<file path="src/rtl/isbt_pkg.sv">
// Shared types and constants for the interval schedule bell timer.
// Used by isbt_seq, the top level and the testbench; no dependencies.
`default_nettype none
package isbt_pkg;

    localparam logic [1:0] OP_TICK   = 2'd0;
    localparam logic [1:0] OP_SET    = 2'd1;
    localparam logic [1:0] OP_LESSON = 2'd2;
    localparam logic [1:0] OP_BREAK  = 2'd3;

    localparam logic [1:0] PHASE_NONE   = 2'd0;
    localparam logic [1:0] PHASE_LESSON = 2'd1;
    localparam logic [1:0] PHASE_BREAK  = 2'd2;

    localparam logic [1:0] REG_START_HOUR   = 2'd0;
    localparam logic [1:0] REG_START_MINUTE = 2'd1;
    localparam logic [1:0] REG_PERIOD_COUNT = 2'd2;
    localparam logic [1:0] REG_BELL_SECONDS = 2'd3;

    localparam logic [4:0] START_HOUR_RESET   = 5'd8;
    localparam logic [5:0] START_MINUTE_RESET = 6'd30;
    localparam logic [6:0] PERIOD_COUNT_RESET = 7'd5;
    localparam logic [6:0] BELL_SECONDS_RESET = 7'd6;

    localparam logic [6:0] LESSON_DEFAULT = 7'd45;
    localparam logic [6:0] BREAK_DEFAULT  = 7'd15;
    localparam logic [6:0] DUR_MIN        = 7'd1;
    localparam logic [6:0] DUR_MAX        = 7'd99;

    localparam logic [4:0] HOUR_LAST = 5'd23;
    localparam logic [5:0] MIN_LAST  = 6'd59;
    localparam logic [5:0] SEC_LAST  = 6'd59;

    typedef struct packed {
        logic [1:0] opcode;
        logic [4:0] set_hour;
        logic [5:0] set_minute;
        logic [5:0] set_second;
        logic [5:0] slot_index;
        logic [6:0] duration_minutes;
    } item_t;

    typedef struct packed {
        logic [1:0]  phase;
        logic [6:0]  period_number;
        logic [16:0] elapsed_seconds;
        logic [16:0] remaining_seconds;
        logic        bell_on;
    } result_t;

    typedef struct packed {
        logic [4:0] start_hour;
        logic [5:0] start_minute;
        logic [6:0] period_count;
        logic [6:0] bell_seconds;
    } cfg_t;

endpackage
`default_nettype wire

</file>
<file path="src/rtl/isbt_ram.sv">
// Generic single-write, single-read RAM with registered read data.
// No dependencies.
`default_nettype none
module isbt_ram #(
    parameter int WIDTH = 7,
    parameter int DEPTH = 64
) (
    input  wire                                     clk,
    input  wire                                     we,
    input  wire  [((DEPTH > 1) ? $clog2(DEPTH) : 1)-1:0] waddr,
    input  wire  [WIDTH-1:0]                        wdata,
    input  wire                                     re,
    input  wire  [((DEPTH > 1) ? $clog2(DEPTH) : 1)-1:0] raddr,
    output logic [WIDTH-1:0]                        rdata
);

    logic [WIDTH-1:0] mem_reg [DEPTH];

    always_ff @(posedge clk)
    begin
        if (we)
        begin
            mem_reg[waddr] <= wdata;
        end
        if (re)
        begin
            rdata <= mem_reg[raddr];
        end
    end

endmodule
`default_nettype wire

</file>
<file path="src/rtl/isbt_span_unit.sv">
// Shared adder and compare: interval end = mark + minutes * 60, and now < end.
// No dependencies.
`default_nettype none
module isbt_span_unit #(
    parameter int MW = 20
) (
    input  wire  [MW-1:0] mark,
    input  wire  [6:0]    minutes,
    input  wire  [16:0]   now,
    output logic [MW-1:0] end_time,
    output logic          less
);

    logic [12:0] span;

    // 60 * m = 64 * m - 4 * m
    assign span     = {minutes, 6'd0} - {2'd0, minutes, 4'd0} + {2'd0, minutes, 4'd0}
                      - {4'd0, minutes, 2'd0};
    assign end_time = mark + MW'(span);
    assign less     = MW'(now) < end_time;

endmodule
`default_nettype wire

</file>
<file path="src/rtl/isbt_seq.sv">
// Sequencer: time-of-day clock, duration tables, schedule walk and result register.
// Depends on isbt_pkg, isbt_ram and isbt_span_unit.
`default_nettype none
module isbt_seq #(
    parameter int MAX_PERIODS = 64
) (
    input  wire              clk,
    input  wire              rst_n,
    input  isbt_pkg::cfg_t   cfg,
    input  wire              in_valid,
    output logic             in_ready,
    input  isbt_pkg::item_t  in_item,
    output logic             out_valid,
    input  wire              out_ready,
    output isbt_pkg::result_t out_item
);
    import isbt_pkg::*;

    localparam int AW       = (MAX_PERIODS > 1) ? $clog2(MAX_PERIODS) : 1;
    localparam int CW       = $clog2(MAX_PERIODS + 1);
    localparam int MARK_MAX = 31 * 3600 + 63 * 60 + MAX_PERIODS * 2 * 99 * 60;
    localparam int MW       = $clog2(MARK_MAX + 1);

    localparam logic [2:0] ST_IDLE   = 3'd0;
    localparam logic [2:0] ST_APPLY  = 3'd1;
    localparam logic [2:0] ST_SETUP  = 3'd2;
    localparam logic [2:0] ST_CHECK  = 3'd3;
    localparam logic [2:0] ST_LESSON = 3'd4;
    localparam logic [2:0] ST_BREAK  = 3'd5;
    localparam logic [2:0] ST_FINISH = 3'd6;

    logic [2:0]             state_reg, state_next;
    item_t                  item_reg;
    logic [4:0]             hours_reg, hours_next;
    logic [5:0]             minutes_reg, minutes_next;
    logic [5:0]             seconds_reg, seconds_next;
    logic [MAX_PERIODS-1:0] lvalid_reg, lvalid_next;
    logic [MAX_PERIODS-1:0] bvalid_reg, bvalid_next;
    logic                   lv_q_reg, bv_q_reg;
    logic [16:0]            now_reg, now_next;
    logic [MW-1:0]          mark_reg, mark_next;
    logic [MW-1:0]          end_reg, end_next;
    logic [CW-1:0]          count_reg, count_next;
    logic [CW-1:0]          k_reg, k_next;
    logic [1:0]             phase_reg, phase_next;
    logic                   before_reg, before_next;
    logic [6:0]             number_reg, number_next;
    result_t                out_reg, out_next;
    logic                   out_valid_reg, out_valid_next;

    logic [6:0]    dur_sat;
    logic          slot_ok;
    logic [AW-1:0] waddr;
    logic          we_lesson, we_break;
    logic          rd_en;
    logic [AW-1:0] rd_addr;
    logic [6:0]    lesson_data, break_data;
    logic [6:0]    lesson_min, break_min;
    logic [6:0]    unit_min;
    logic [MW-1:0] unit_end;
    logic          unit_less;
    logic [CW-1:0] k_inc;
    logic [MW-1:0] sub_a;
    logic [MW-1:0] elapsed_full, remaining_full;
    logic [16:0]   elapsed_val;
    logic          load;

    assign in_ready  = (state_reg == ST_IDLE);
    assign out_valid = out_valid_reg;
    assign out_item  = out_reg;

    assign dur_sat = (item_reg.duration_minutes < DUR_MIN) ? DUR_MIN :
                     (item_reg.duration_minutes > DUR_MAX) ? DUR_MAX :
                     item_reg.duration_minutes;
    assign slot_ok   = 32'(item_reg.slot_index) < MAX_PERIODS;
    assign waddr     = AW'(item_reg.slot_index);
    assign we_lesson = (state_reg == ST_APPLY) && (item_reg.opcode == OP_LESSON) && slot_ok;
    assign we_break  = (state_reg == ST_APPLY) && (item_reg.opcode == OP_BREAK) && slot_ok;

    assign k_inc   = CW'(k_reg + 1'b1);
    assign rd_en   = (state_reg == ST_SETUP) ||
                     ((state_reg == ST_BREAK) && !unit_less && (k_inc != count_reg));
    assign rd_addr = (state_reg == ST_SETUP) ? '0 : k_inc[AW-1:0];

    isbt_ram #(.WIDTH(7), .DEPTH(MAX_PERIODS)) u_lesson_ram (
        .clk   (clk),
        .we    (we_lesson),
        .waddr (waddr),
        .wdata (dur_sat),
        .re    (rd_en),
        .raddr (rd_addr),
        .rdata (lesson_data)
    );

    isbt_ram #(.WIDTH(7), .DEPTH(MAX_PERIODS)) u_break_ram (
        .clk   (clk),
        .we    (we_break),
        .waddr (waddr),
        .wdata (dur_sat),
        .re    (rd_en),
        .raddr (rd_addr),
        .rdata (break_data)
    );

    assign lesson_min = lv_q_reg ? lesson_data : LESSON_DEFAULT;
    assign break_min  = bv_q_reg ? break_data : BREAK_DEFAULT;

    always_comb
    begin
        case (state_reg)
            ST_LESSON: unit_min = lesson_min;
            ST_BREAK:  unit_min = break_min;
            default:   unit_min = 7'd0;
        endcase
    end

    isbt_span_unit #(.MW(MW)) u_span (
        .mark     (mark_reg),
        .minutes  (unit_min),
        .now      (now_reg),
        .end_time (unit_end),
        .less     (unit_less)
    );

    // result arithmetic
    assign sub_a          = before_reg ? mark_reg : end_reg;
    assign remaining_full = sub_a - MW'(now_reg);
    assign elapsed_full   = MW'(now_reg) - mark_reg;
    assign elapsed_val    = before_reg ? 17'd0 : elapsed_full[16:0];

    assign load = (state_reg == ST_FINISH) && (!out_valid_reg || out_ready);

    always_comb
    begin
        state_next     = state_reg;
        hours_next     = hours_reg;
        minutes_next   = minutes_reg;
        seconds_next   = seconds_reg;
        lvalid_next    = lvalid_reg;
        bvalid_next    = bvalid_reg;
        now_next       = now_reg;
        mark_next      = mark_reg;
        end_next       = end_reg;
        count_next     = count_reg;
        k_next         = k_reg;
        phase_next     = phase_reg;
        before_next    = before_reg;
        number_next    = number_reg;
        out_next       = out_reg;
        out_valid_next = out_valid_reg && !out_ready;

        case (state_reg)
            ST_IDLE:
            begin
                if (in_valid)
                begin
                    state_next = ST_APPLY;
                end
            end
            ST_APPLY:
            begin
                case (item_reg.opcode)
                    OP_TICK:
                    begin
                        if (seconds_reg == SEC_LAST)
                        begin
                            seconds_next = 6'd0;
                            if (minutes_reg == MIN_LAST)
                            begin
                                minutes_next = 6'd0;
                                hours_next   = (hours_reg == HOUR_LAST) ? 5'd0 :
                                               5'(hours_reg + 1'b1);
                            end
                            else
                            begin
                                minutes_next = 6'(minutes_reg + 1'b1);
                            end
                        end
                        else
                        begin
                            seconds_next = 6'(seconds_reg + 1'b1);
                        end
                    end
                    OP_SET:
                    begin
                        hours_next   = (item_reg.set_hour > HOUR_LAST) ? HOUR_LAST :
                                       item_reg.set_hour;
                        minutes_next = (item_reg.set_minute > MIN_LAST) ? MIN_LAST :
                                       item_reg.set_minute;
                        seconds_next = (item_reg.set_second > SEC_LAST) ? SEC_LAST :
                                       item_reg.set_second;
                    end
                    OP_LESSON:
                    begin
                        if (slot_ok)
                        begin
                            lvalid_next[waddr] = 1'b1;
                        end
                    end
                    default:
                    begin
                        if (slot_ok)
                        begin
                            bvalid_next[waddr] = 1'b1;
                        end
                    end
                endcase
                state_next = ST_SETUP;
            end
            ST_SETUP:
            begin
                now_next    = 17'(hours_reg) * 17'd3600 + 17'(minutes_reg) * 17'd60 +
                              17'(seconds_reg);
                mark_next   = MW'(cfg.start_hour) * MW'(3600) +
                              MW'(cfg.start_minute) * MW'(60);
                count_next  = (32'(cfg.period_count) > MAX_PERIODS) ? CW'(MAX_PERIODS) :
                              CW'(cfg.period_count);
                k_next      = '0;
                phase_next  = PHASE_NONE;
                before_next = 1'b0;
                number_next = 7'd0;
                state_next  = ST_CHECK;
            end
            ST_CHECK:
            begin
                if (unit_less)
                begin
                    before_next = 1'b1;
                    state_next  = ST_FINISH;
                end
                else if (count_reg == '0)
                begin
                    state_next = ST_FINISH;
                end
                else
                begin
                    state_next = ST_LESSON;
                end
            end
            ST_LESSON:
            begin
                if (unit_less)
                begin
                    phase_next  = PHASE_LESSON;
                    number_next = 7'(k_reg);
                    end_next    = unit_end;
                    state_next  = ST_FINISH;
                end
                else
                begin
                    mark_next  = unit_end;
                    state_next = ST_BREAK;
                end
            end
            ST_BREAK:
            begin
                if (unit_less)
                begin
                    phase_next  = PHASE_BREAK;
                    number_next = 7'(k_reg);
                    end_next    = unit_end;
                    state_next  = ST_FINISH;
                end
                else
                begin
                    mark_next = unit_end;
                    if (k_inc == count_reg)
                    begin
                        number_next = 7'(count_reg);
                        state_next  = ST_FINISH;
                    end
                    else
                    begin
                        k_next     = k_inc;
                        state_next = ST_LESSON;
                    end
                end
            end
            ST_FINISH:
            begin
                if (load)
                begin
                    out_next.phase             = phase_reg;
                    out_next.period_number     = number_reg;
                    out_next.elapsed_seconds   = elapsed_val;
                    out_next.remaining_seconds = (before_reg || (phase_reg != PHASE_NONE)) ?
                                                 remaining_full[16:0] : 17'd0;
                    out_next.bell_on           = (phase_reg != PHASE_NONE) &&
                                                 (elapsed_val < 17'(cfg.bell_seconds));
                    out_valid_next             = 1'b1;
                    state_next                 = ST_IDLE;
                end
            end
            default:
            begin
                state_next = ST_IDLE;
            end
        endcase
    end

    always_ff @(posedge clk or negedge rst_n)
    begin
        if (!rst_n)
        begin
            state_reg     <= ST_IDLE;
            hours_reg     <= '0;
            minutes_reg   <= '0;
            seconds_reg   <= '0;
            lvalid_reg    <= '0;
            bvalid_reg    <= '0;
            out_valid_reg <= 1'b0;
        end
        else
        begin
            state_reg     <= state_next;
            hours_reg     <= hours_next;
            minutes_reg   <= minutes_next;
            seconds_reg   <= seconds_next;
            lvalid_reg    <= lvalid_next;
            bvalid_reg    <= bvalid_next;
            out_valid_reg <= out_valid_next;
        end
    end

    always_ff @(posedge clk)
    begin
        if (in_valid && in_ready)
        begin
            item_reg <= in_item;
        end
        if (rd_en)
        begin
            lv_q_reg <= lvalid_reg[rd_addr];
            bv_q_reg <= bvalid_reg[rd_addr];
        end
        now_reg    <= now_next;
        mark_reg   <= mark_next;
        end_reg    <= end_next;
        count_reg  <= count_next;
        k_reg      <= k_next;
        phase_reg  <= phase_next;
        before_reg <= before_next;
        number_reg <= number_next;
        out_reg    <= out_next;
    end

`ifndef SYNTHESIS
    a_busy_after_accept: assert property (@(posedge clk) disable iff (!rst_n)
        (in_valid && in_ready) |=> !in_ready)
        else $error("input taken while a transaction is in progress");

    a_walk_index: assert property (@(posedge clk) disable iff (!rst_n)
        (state_reg == ST_LESSON || state_reg == ST_BREAK) |-> (k_reg < count_reg))
        else $error("walk index beyond period count");

    a_bell_in_phase: assert property (@(posedge clk) disable iff (!rst_n)
        (out_valid_reg && out_reg.phase == PHASE_NONE) |-> !out_reg.bell_on)
        else $error("bell outside lesson or break");

    a_remaining_in_phase: assert property (@(posedge clk) disable iff (!rst_n)
        (out_valid_reg && out_reg.phase != PHASE_NONE) |-> (out_reg.remaining_seconds != 17'd0))
        else $error("zero remaining time inside an interval");
`endif

endmodule
`default_nettype wire

</file>
<file path="src/rtl/interval_schedule_bell_timer_top.sv">
// Each input transaction yields one result after the schedule walk; a result held by
// m_axis_tready stalls the block until it is taken. No new transaction is accepted until the
// result of the last one is loaded; the walk visits one lesson or break entry per cycle
// through the shared add/compare unit fed by the duration RAMs.
// Reset (async, active low): clock 00:00:00, registers at defaults, every table slot reads
// 45 or 15 minutes until written; valid bits replace any clearing pass.
// Top level: APB register file and stream ports; depends on isbt_pkg and isbt_seq.
`default_nettype none
module interval_schedule_bell_timer_top #(
    parameter int MAX_PERIODS = 64
) (
    input  wire         clk,
    input  wire         rst_n,
    input  wire         psel,
    input  wire         penable,
    input  wire         pwrite,
    input  wire  [3:0]  paddr,
    input  wire  [31:0] pwdata,
    output logic [31:0] prdata,
    output logic        pready,
    input  wire         s_axis_tvalid,
    output logic        s_axis_tready,
    // set_hour[4:0], set_minute[10:5], set_second[16:11], slot_index[22:17],
    // duration_minutes[29:23]
    input  wire  [31:0] s_axis_tdata,
    // opcode[1:0]
    input  wire  [1:0]  s_axis_tuser,
    output logic        m_axis_tvalid,
    input  wire         m_axis_tready,
    // period_number[6:0], elapsed_seconds[23:7], remaining_seconds[40:24], bell_on[41]
    output logic [47:0] m_axis_tdata,
    // phase[1:0]
    output logic [1:0]  m_axis_tuser
);
    import isbt_pkg::*;

    cfg_t    cfg_reg;
    item_t   in_item;
    result_t out_item;
    logic    wr_en;

    assign pready = 1'b1;
    assign wr_en  = psel && penable && pwrite && pready;

    always_ff @(posedge clk or negedge rst_n)
    begin
        if (!rst_n)
        begin
            cfg_reg.start_hour   <= START_HOUR_RESET;
            cfg_reg.start_minute <= START_MINUTE_RESET;
            cfg_reg.period_count <= PERIOD_COUNT_RESET;
            cfg_reg.bell_seconds <= BELL_SECONDS_RESET;
        end
        else if (wr_en)
        begin
            case (paddr[3:2])
                REG_START_HOUR:   cfg_reg.start_hour   <= pwdata[4:0];
                REG_START_MINUTE: cfg_reg.start_minute <= pwdata[5:0];
                REG_PERIOD_COUNT: cfg_reg.period_count <= pwdata[6:0];
                REG_BELL_SECONDS: cfg_reg.bell_seconds <= pwdata[6:0];
                default:          cfg_reg.start_hour   <= cfg_reg.start_hour;
            endcase
        end
    end

    always_comb
    begin
        case (paddr[3:2])
            REG_START_HOUR:   prdata = {27'd0, cfg_reg.start_hour};
            REG_START_MINUTE: prdata = {26'd0, cfg_reg.start_minute};
            REG_PERIOD_COUNT: prdata = {25'd0, cfg_reg.period_count};
            REG_BELL_SECONDS: prdata = {25'd0, cfg_reg.bell_seconds};
            default:          prdata = 32'd0;
        endcase
    end

    assign in_item.opcode           = s_axis_tuser;
    assign in_item.set_hour         = s_axis_tdata[4:0];
    assign in_item.set_minute       = s_axis_tdata[10:5];
    assign in_item.set_second       = s_axis_tdata[16:11];
    assign in_item.slot_index       = s_axis_tdata[22:17];
    assign in_item.duration_minutes = s_axis_tdata[29:23];

    isbt_seq #(.MAX_PERIODS(MAX_PERIODS)) u_seq (
        .clk       (clk),
        .rst_n     (rst_n),
        .cfg       (cfg_reg),
        .in_valid  (s_axis_tvalid),
        .in_ready  (s_axis_tready),
        .in_item   (in_item),
        .out_valid (m_axis_tvalid),
        .out_ready (m_axis_tready),
        .out_item  (out_item)
    );

    assign m_axis_tuser = out_item.phase;
    assign m_axis_tdata = {6'd0, out_item.bell_on, out_item.remaining_seconds,
                           out_item.elapsed_seconds, out_item.period_number};

endmodule
`default_nettype wire

</file>
<file path="config.mk">
export PLATFORM = sky130hd
export DESIGN_NAME = interval_schedule_bell_timer_top
export DESIGN_NICKNAME = d
export VERILOG_FILES = /design/src/rtl/isbt_pkg.sv /design/src/rtl/isbt_ram.sv /design/src/rtl/isbt_span_unit.sv /design/src/rtl/isbt_seq.sv /design/src/rtl/interval_schedule_bell_timer_top.sv
export SDC_FILE = /design/constraint.sdc
export NUM_CORES = 2
export LEC_CHECK = 0
export ABC_CLOCK_PERIOD_IN_PS = 13520
export BUFFER_PORTS_ARGS = -buffer_cell sky130_fd_sc_hd__clkbuf_2
export CORE_UTILIZATION = 60
export CTS_CLUSTER_SIZE = 24
export DETAILED_ROUTE_END_ITERATION = 10
export PLACE_DENSITY = 0.88
export SETUP_SLACK_MARGIN = 0.02
export SLEW_MARGIN = 10
export SYNTH_ARGS = -nofsm -noshare
export SYNTH_HDL_FRONTEND = slang
export SYNTH_SLANG_ARGS = --single-unit
</file>
<file path="constraint.sdc">
create_clock -name clk -period 13.52 [get_ports clk]
set_clock_uncertainty 0.15 [all_clocks]
set_input_delay 0.676 -clock clk [delete_from_list [all_inputs] [get_ports clk]]
set_output_delay 0.676 -clock clk [all_outputs]
set_load 0.01 [all_outputs]
</file>
==> results_dict.tcl <==
set metrics [dict create \
    clk_pin_slew_worst_paths_ns 0.06 \
    dieArea_mm2 0.0951 \
    final_common_cell "edfxtp_1" \
    dieHeight_um 308 \
    period_minus_slack_ns 8.65 \
    syn_to_final_growth_pct 10.1 \
    drive_gt1_frac 0.144 \
    synth-seq-cells 1236 \
    cp_slowest_stage_delay_ns 0.71 \
    tightest_slew_ns 1.20 \
    grt_pass1_vias 37300 \
    timing.final.crit_share 0.640 \
    arrival_ns 8.80 \
    wire_per_inst_um 25.9 \
    gp_congestion 0.908 \
    maxCapViolations 0 \
    synth_flop_cell "edfxtp_1" \
    rrSetupSlack_ns 4.87 \
    dp_slack_ns 5.12 \
    antenna_left 0 \
    rows 111 \
    synth_area_per_cell_um2 13.1 \
    synth_seq_area_share 0.644 \
    drt_iter0_markers 5570 \
    synth_edf_count 1062 \
    cts_tree "built" \
    design.portCount 162 \
    cts-buffers-inserted 114 \
    setup.worst_path.start_class "flip-flop" \
    reg2regPathDepth 29 \
    hold_path.class "in2reg" \
    holdPathStages 1 \
    synth_cell_type_count 82 \
    core_area_mm2 0.0924 \
    drv_slew 0 \
    via_per_inst 6.68 \
    grt_pass1_wl_um 219000 \
    clock_sinks 1236 \
    nNetsFinal 4633 \
    grt_util_all_layers 0.305 \
    finalHoldViolCount 0 \
    vias 38000 \
    layout_common_cells "1062 x edfxtp_1, 411 x nand2_1, 231 x nor2_1" \
    cts_resized 0 \
    crit_required_ns 13.66 \
    wirelength_um 147000 \
    htreeDepth 3 \
    dieWidth_um 308 \
    slew_headroom 0.193 \
    grt_antenna_before_repair 4 \
    final-setup-viol-count 0 \
    async_flop_share 0.141 \
    end_kind "flip-flop" \
    netlist_area_mm2 0.0563 \
    grt_overflow 0 \
    clk_path_buf_depth 3 \
    clk_latency_ns 0.75 \
    grt_max_degree 174 \
    initial_core_util 0.610 \
    tns_ns 0 \
    io_buffers 100 \
    status "finished clean" \
    firstDrtPassIters 7 \
    critPathKind "reg2reg" \
    drc_errors 0 \
    synth_warnings 0 \
    critPathSlowestCell "nand2_1" \
    rsz0062_at_grt "false" \
    cts_root_buf "clkbuf_16" \
    max_freq_mhz 116 \
    synth_cells 4294 \
    hpwl_um 85700 \
    path_max_fanout 18 \
    setup_ws_ns 4.87 \
]
worst max-delay path, delay by kind of cell (launching register included):
| family | cells | cell delay [ns] |
|---|---|---|
| DFF | 1 | 0.55 |
| and+or+nand+nor | 8 | 1.77 |
| adders and majority gates | 5 | 2.02 |
| xor gates and xnor gates | 2 | 0.46 |
| AOI/OAI and AO/OA | 10 | 2.60 |
| buffers and inverters | 4 | 0.68 |
path summary, 6_finish.rpt:
kind,to,from
worst max register to register,u_seq.mark_reg[3],u_seq.state_reg[0]
max in group asynchronous,u_seq.out_valid,rst_n
min in group asynchronous,u_seq.bvalid_reg[21],rst_n
worst max-delay path,u_seq.mark_reg[3],u_seq.state_reg[0]
worst min-delay path,u_seq.item_reg[31],s_axis_tuser[1]
worst min register to register,u_seq.lvalid_reg[31],u_seq.lvalid_reg[31]
cells in the mapped netlist (all sizes together), types with 59 or more instances:
cell / number / share of area
edfxtp: 1062 / 0.57
nand2: 415 / 0.028
nor2: 233 / 0.016
a21oi: 228 / 0.020
o21ai: 185 / 0.017
ha: 177 / 0.039
dfrtp: 165 / 0.073
inv: 146 / 0.0098
nand3: 145 / 0.013
mux2i: 141 / 0.025
clkbuf: 140 / 0.0093
or2: 138 / 0.015
buf: 129 / 0.013
mux2: 119 / 0.024
a211oi: 84 / 0.011
xnor2: 69 / 0.011
o221ai: 66 / 0.010
nor3: 59 / 0.0052
metrics by stage:
stage / utilization / area (um2) / cells / hold WS (ns)
floorplan: - / 56400 / 4326 / 0.230
global placement: 0.625 / 57800 / 5445 / 0.293
detailed placement: 0.625 / 57800 / 5445 / 0.293
CTS: 0.671 / 62000 / 5688 / 0.000526
global route: 0.671 / 62000 / 5688 / 0.00471
finish: 0.671 / 62000 / 5691 / 0.0144
cell type report:
type	instances	area (um2)
fillers	5841	30400
repair buffers	171	1160
inverters	147	557
diodes	3	7.51
clock inverters	59	763
multi-input cells	2674	18500
flip-flops and latches	1236	36300
clock buffers	158	3210
well taps	1243	1560
metal layers:
layer / global-route usage / vias to the layer above / routed length, um
li1: - / 16100 / -
met1: 0.377 / 18400 / 50900
met2: 0.492 / 2919 / 69600
met3: 0.0746 / 661 / 17400
met4: 0.175 / 6 / 9330
met5: 0 / - / 41
repair_timing:
item | CTS | global route
setup buffers | 0 | 0
hold buffers | 26 | 0
endpoints found under the hold margin | 107 | 0
kinds of logic (layout without fill, tap and decap cells):
group | count (synthesis) | after routing | synth area share
adder cells (fa/ha/maj) | 212 | 212 | 0.0518
flip-flops | 1236 | 1236 | 0.644
buffers and inverters | 416 | 535 | 0.0321
other | 2 | 37 | 0.000133
multiplexers | 279 | 279 | 0.0565
AO/OA/AOI/OAI | 869 | 869 | 0.101
XOR/XNOR | 108 | 108 | 0.0169
AND/OR/NAND/NOR | 1172 | 1172 | 0.0975
Power is left out: the tool's default activity adds up to more than one toggle a clock period on the data nets, which glitch-free logic cannot reach.
